File: src/rtl/core/smf_pkg.sv
// shared constants and types of the sliding median filter
`timescale 1ns / 1ps

package smf_pkg;

	localparam int MAX_HALF_DEF    = 7;
	localparam int SAMPLE_BITS_DEF = 16;
	localparam int HALF_BITS       = 3;

	localparam logic [HALF_BITS-1:0] HALF_RESET = 3'd1;

	typedef struct packed {
		logic shift_en;
		logic rank_clr;
		logic rank_en;
	} smf_ctrl_t;

endpackage

File: src/rtl/core/smf_cell.sv
// one window cell: holds a sample, shifts it on, and counts its rank
`timescale 1ns / 1ps

module smf_cell import smf_pkg::*; #(
	parameter int SAMPLE_BITS = SAMPLE_BITS_DEF,
	parameter int IW          = 4,
	parameter int IDX         = 0
) (
	input  logic                          clk,
	input  logic                          arst_n,
	input  smf_ctrl_t                     ctrl,
	input  logic                          active,
	input  logic signed [SAMPLE_BITS-1:0] sample_d,
	input  logic signed [SAMPLE_BITS-1:0] probe,
	input  logic        [IW-1:0]          probe_idx,
	output logic signed [SAMPLE_BITS-1:0] sample_q,
	output logic        [IW-1:0]          rank_q
);

	logic less;

	// ties broken by position so that ranks are unique
	assign less = (probe < sample_q) || ((probe == sample_q) && (probe_idx < IW'(IDX)));

	always_ff @(posedge clk) begin
		if (ctrl.shift_en) begin
			sample_q <= sample_d;
		end
	end

	always_ff @(posedge clk or negedge arst_n) begin
		if (!arst_n) begin
			rank_q <= '0;
		end else if (ctrl.rank_clr) begin
			rank_q <= '0;
		end else if (ctrl.rank_en && active && less) begin
			rank_q <= rank_q + IW'(1);
		end
	end

endmodule

File: src/rtl/core/smf_chain.sv
// row of window cells with probe, flush read and median select
`timescale 1ns / 1ps

module smf_chain import smf_pkg::*; #(
	parameter int SAMPLE_BITS = SAMPLE_BITS_DEF,
	parameter int MAX_HALF    = MAX_HALF_DEF,
	localparam int WIN_DEPTH  = 2 * MAX_HALF + 1,
	localparam int IW         = $clog2(WIN_DEPTH),
	localparam int CW         = $clog2(WIN_DEPTH + 1)
) (
	input  logic                          clk,
	input  logic                          arst_n,
	input  smf_ctrl_t                     ctrl,
	input  logic signed [SAMPLE_BITS-1:0] sample_new,
	input  logic        [IW-1:0]          probe_idx,
	input  logic        [IW-1:0]          rd_idx,
	input  logic        [CW-1:0]          w_eff,
	input  logic        [CW-1:0]          len_w,
	output logic signed [SAMPLE_BITS-1:0] median,
	output logic signed [SAMPLE_BITS-1:0] rd_data
);

	logic signed [SAMPLE_BITS-1:0] smp [WIN_DEPTH];
	logic signed [SAMPLE_BITS-1:0] src [WIN_DEPTH];
	logic        [IW-1:0]          rank [WIN_DEPTH];
	logic        [WIN_DEPTH-1:0]   act;
	logic        [WIN_DEPTH-1:0]   hit;
	logic signed [SAMPLE_BITS-1:0] probe;

	assign probe   = smp[probe_idx];
	assign rd_data = smp[rd_idx];

	for (genvar i = 0; i < WIN_DEPTH; i++) begin : g_cell
		if (i == 0) begin : g_head
			assign src[i] = sample_new;
		end else begin : g_link
			assign src[i] = smp[i-1];
		end

		assign act[i] = CW'(i) < len_w;
		assign hit[i] = act[i] && (CW'(rank[i]) == w_eff);

		smf_cell #(
			.SAMPLE_BITS (SAMPLE_BITS),
			.IW          (IW),
			.IDX         (i)
		) u_cell (
			.clk       (clk),
			.arst_n    (arst_n),
			.ctrl      (ctrl),
			.active    (act[i]),
			.sample_d  (src[i]),
			.probe     (probe),
			.probe_idx (probe_idx),
			.sample_q  (smp[i]),
			.rank_q    (rank[i])
		);
	end

	always_comb begin
		median = '0;
		for (int i = 0; i < WIN_DEPTH; i++) begin
			if (hit[i]) begin
				median = median | smp[i];
			end
		end
	end

endmodule

File: config.mk
export PLATFORM = sky130hd
export DESIGN_NAME = smf_chain
export DESIGN_NICKNAME = d
export VERILOG_FILES = /design/src/rtl/core/smf_pkg.sv /design/src/rtl/core/smf_cell.sv /design/src/rtl/core/smf_chain.sv
export SDC_FILE = /design/constraint.sdc
export NUM_CORES = 1
export LEC_CHECK = 0
export ABC_AREA = 1
export BUFFER_PORTS_ARGS = -buffer_cell sky130_fd_sc_hd__buf_4
export CORE_ASPECT_RATIO = 1.75
export CORE_MARGIN = 4
export CORE_UTILIZATION = 52
export CTS_CLUSTER_DIAMETER = 80
export DETAILED_ROUTE_END_ITERATION = 10
export GPL_ROUTABILITY_DRIVEN = 0
export PLACE_DENSITY = 0.82
export SYNTH_ARGS = -nofsm -noshare
export SYNTH_HDL_FRONTEND = slang
export SYNTH_SLANG_ARGS = --single-unit
File: constraint.sdc
create_clock -name clk -period 3 [get_ports clk]
set_clock_uncertainty 0.1 [all_clocks]
set_input_delay 0 -clock clk [delete_from_list [all_inputs] [get_ports clk]]
set_output_delay 0 -clock clk [all_outputs]
set_load 0.1 [all_outputs]
==> impl_metrics.toml, run 1 <==
[synth]
synth_nets = 3024
avgSynthCellArea_sq_um = 8.25
synth_cells = 2733
yosysUniqueCellTypes = 48
ys_seq_area_share_pct = 38.6
syn_area_sq_um = 22500
synth_warnings = 0
ys_ff_latch = 300

[global_routing]
grtUsageTotal_pct = 67.3
global_route.overflow_total = 253
grt_max_degree = 105

[clock_tree]
cts.path.max_buffers = 3
h-tree-depth = 1
clockRootBuffer = "clkbuf_16"
cts_sinks = 300
cts_inserted_buffers = 31

[timing]
worst_path_end_type = "sequential cell input"
worst_endpoint = "g_cell[5].u_cell.rank_q[1]$_DFFE_PN0P_/D"

[floorplan]
start_util_pct = 52.8
die_w_microns = 165
ios = 69
die_h_microns = 283
rows = 100

[run_status]
stop_stage = "global routing (5_1_grt)"
status = "stopped before the end"
stop_error = "[ERROR GRT-0232] Routing congestion too high. Check the congestion heatmap in the GUI."

[placed_design]
dp_hpwl_microns = 73100
postPlaceCellArea_sq_um = 27200
place_ws_ns = -0.474
io_buffers = 68
## cell families after synthesis
group,Yosys count,synth area share (%)
AOI/OAI and AO/OA,837,21.1
xor gates and xnor gates,68,2.64
adders and majority gates,254,14.1
buffers and inverters,477,8.11
DFF,300,38.6
and+or+nand+nor,797,15.4
## per-layer routing
layer / global-route usage (%) / overflow
met1: 66.1 / 11
met2: 78.0 / 123
met3: 59.2 / 23
met4: 65.7 / 93
met5: 38.4 / 3
## synthesized netlist by cell type, drive strengths merged
cell type / n / share of area [%]
nand2: 394 / 6.6
inv: 354 / 5.9
a21oi: 338 / 7.5
o21ai: 272 / 6.1
ha: 254 / 14
edfxtp: 240 / 32
nand3: 178 / 4.0
nor2: 113 / 1.9
clkbuf: 89 / 1.5
o22ai: 80 / 2.2
dfrtp: 60 / 6.7
nand4: 53 / 1.5
xor2: 53 / 2.1
nor3: 36 / 0.80
buf: 31 / 0.67
o211ai: 31 / 1.0
o2111ai: 25 / 0.97
a221oi: 21 / 0.82
xnor2: 15 / 0.58
o21a: 13 / 0.43
a211oi: 12 / 0.40
o221ai: 10 / 0.39
a2111oi: 9 / 0.35
nor4: 9 / 0.25
nand3b: 8 / 0.27
o31ai: 8 / 0.27
o21bai: 5 / 0.17
o221a: 4 / 0.20
a31oi: 3 / 0.083
clkinv: 3 / 0.050
or2: 3 / 0.083
a22o: 2 / 0.078
nor3b: 2 / 0.067
a21boi: 1 / 0.033
a21o: 1 / 0.033
a31o: 1 / 0.039
and3: 1 / 0.028
o211a: 1 / 0.044
## stage by stage
step | cells | setup TNS (ns)
floorplan | 2733 | -0.0309
CTS | 3849 | -7.04
detailed placement | 3716 | -19.43
global placement | 3716 | -13.84
## timing repair
action,CTS
resized for setup,165
hold buffers,39
endpoints found under the hold margin,207
pin swaps,50
endpoints found under the setup margin,71
buffers inserted,36
==> inputs of run 2 (changes only) <==
- CORE_ASPECT_RATIO: 1.75 -> default
- CORE_UTILIZATION: 52 -> 37
- CTS_CLUSTER_DIAMETER: 80 -> default
- PLACE_DENSITY: 0.82 -> default
- PLACE_DENSITY_LB_ADDON: default -> 0.15
- clock period: 3 -> 3.9 ns (I/O delays scaled with it)
==> impl_metrics.toml, run 2 <==
[run_status]
status = "finished with violations"
violations = "negative hold slack"

[global_routing]
global_route.overflow_total = 0
grt_first_pass_wirelength_microns = 139000
grt_pass1_vias = 21100
grt_max_degree = 108
antenna_found_initial = 1
grtUsageTotal_pct = 28.5

[worst_setup_path]
critPathRequiredTime_ns = 4.27
worst_r2r_endpoint = "g_cell[6].u_cell.rank_q[3]$_DFFE_PN0P_"
crit_type = "input port to flop"
path_common_cell = "nand2_1"
endpoint_kind = "flop"
critical_path_buf_inv_count = 9
arrival_ns = 4.15
worst_path_max_delay_cell = "dlygate4sd3_1"
r2r_start = "g_cell[7].u_cell.sample_q[15]$_DFFE_PP_"
crit_family = "buffers and inverters"
startpoint_type = "input port"
cp_max_fo = 12
crit_start = "probe_idx[3]"
reg2regPathDepth = 19
crit_chain = "dlygate4sd3_1 -> buf_4 -> nand2_1 -> inv_2 -> buf_4 -> nand2_1 -> o2111ai_1 -> buf_4 -> buf_4 -> ha_1 -> nand2_1 -> inv_1 -> nand3_1 -> a21oi_1 -> nor2_1 -> nand2_1 -> nand2_1 -> nand3_1 -> buf_12 -> nand2_1 -> buf_4 -> o31ai_1"
critPathMaxStageDelay_ns = 0.55
r2r_slack_ns = 0.14

[routing]
route.detailed.drc = 0
ant_nets = 0
drt_iter0_drc = 3107
first_pass_iters = 6
wire_per_inst_microns = 25.7
wl_microns = 94700
vias_per_cell = 6.03
vias = 22300

[placed_design]
dp.cells = 3593
io_buffers = 68
dp_hpwl_microns = 68300
place_ws_ns = 0.0182

[power]
seq_power_share_pct = 35.3
p_sw_share_pct = 36.4
irDropWorstVdd_uv = 348
p_int_mw = 6.97
p_clk_share_pct = 34.3
p_comb_share_pct = 30.4
p_sw_mw = 4.00
powerDensity_nw_per_um2 = 417
p_leak_nw = 12.0

[clock_tree]
clkLatencyLatePin_ns = 0.59
cts_tree = "built"
cts_sinks = 300
clockRootBuffer = "clkbuf_16"
h-tree-depth = 2
cts.path.max_buffers = 3
cts_inserted_buffers = 39
path_clk_slew_ns = 0.06

[cells_and_area]
nFillCells = 5999
top_register = "g_cell.u_cell.sample_q"
drive_above_1_share_pct = 9.84
syn_to_final_growth_pct = 16.6
register_area_sq_um = 8710
final_cell_mix = "nand2_1, inv_1, a21oi_1"
final_common_cell = "nand2_1"
multi_input_area_sq_um = 12000
final_nets = 3172
largest_reg_flops = 240
fin_util_pct = 43.6
reg.largest.list = "g_cell.u_cell.sample_q x240, g_cell.u_cell.rank_q x60"
final_cells = 3690

[min_path]
hp-class = "input port to asynchronous set/reset pin"

[job]
max_cap_viol_count = 0

[synth]
synth_cells = 2733
yosysUniqueCellTypes = 48
synth_edf_count = 240
synth_largest_type_area_fraction_pct = 32.0
ys.flop_type = "edfxtp_1"
ys_ff_latch = 300
synth_nets = 3024
synth_warnings = 0
async_reset_ff_share_pct = 20.0
synth_area_leaders = "edfxtp_1, ha_1, a21oi_1"
synth_top_cell_by_area = "edfxtp_1"
yosys.cell_count.top_type = "nand2_1"
avgSynthCellArea_sq_um = 8.25
synth_common_cells = "nand2_1, inv_1, a21oi_1"
syn_area_sq_um = 22500
ys_seq_area_share_pct = 38.6

[floorplan]
core_area_sq_um = 60400
die_w_microns = 255
start_util_pct = 37.3
rows = 90
ios = 69
dieArea_sq_um = 64900
die_h_microns = 255

[timing]
fin_setup_tns_ns = 0
fmax_mhz = 265
hold_viol_final = 31
worst_pin_slew_ns = 0.968
fin_ws_ns = 0.128
slew_violations = 0
fin_crit_ns = 3.77
whs_ns = -0.0336
setup_viol = 0
timing.final.crit_share_pct = 96.7
slew-limit-headroom_pct = 35.4
## run 2: cell counts after synthesis
Identical to the previous run, type by type.
## run 2: power groups by stage
stage | sequential, mW | combinational [mW] | clock, mW
6_report | 3.87 | 3.33 | 3.76
5_1_grt | 3.89 | 3.59 | 3.97
4_1_cts | 3.87 | 3.25 | 3.85
3_5_place_dp | 3.93 | 3.21 | 0
3_3_place_gp | 3.92 | 3.18 | 0
2_1_floorplan | 3.86 | 2.01 | 0
## run 2: per-layer routing
layer	vias up	track usage, %	part of all wire, %
met5	-	0	0.019
met4	2	13.5	5.5
met3	298	6.10	11
met2	1345	43.4	43
met1	10600	38.9	41
li1	10100	-	-
## run 2: through the flow
stage	area (sq um)	power [mW]
6_report	26300	11.0
5_1_grt	26300	11.4
4_1_cts	26200	11.0
3_5_place_dp	24700	7.14
3_3_place_gp	24700	7.10
2_1_floorplan	22500	5.87
## run 2: cell families (layout without fill, tap and decap cells)
kind of cell    after synthesis  after routing  share of synthesized area, %
compound gates              837            837                          21.1
xor+xnor                     68             68                          2.64
fa+ha+maj                   254            254                          14.1
buf+inv                     477            651                          8.11
flops                       300            300                          38.6
other cells                   0              1                             0
simple gates                797            797                          15.4
## run 2: layout make-up
cell class                 instances  area share (%)
clock buffer                      48            4.04
tap                              782            3.72
sequential                       300            33.1
multi-input combinational       1956            45.7
timing repair buffer             227            7.40
clock inverter                    19           0.857
antenna                            1         0.00952
inverter                         357            5.10
## run 2: worst max-delay path by stage
| stage | cells after the start | endpoint |
|---|---|---|
| detailed placement | 21 | g_cell[5].u_cell.rank_q[1]$_DFFE_PN0P_ |
| finish | 22 | g_cell[6].u_cell.rank_q[3]$_DFFE_PN0P_ |
| global placement | 21 | g_cell[5].u_cell.rank_q[1]$_DFFE_PN0P_ |
| floorplan | 19 | g_cell[14].u_cell.rank_q[0]$_DFFE_PN0P_ |
| CTS | 18 | g_cell[5].u_cell.rank_q[1]$_DFFE_PN0P_ |
| global route | 20 | g_cell[10].u_cell.rank_q[0]$_DFFE_PN0P_ |
## run 2: what timing repair did
item                                   CTS  global route
hold buffers                            27             0
buffers inserted                         0             2
setup endpoints to repair                0            15
gates resized for setup                  0            11
endpoints found under the hold margin  230             0
No activity file was read; power rests on OpenSTA's default activity.
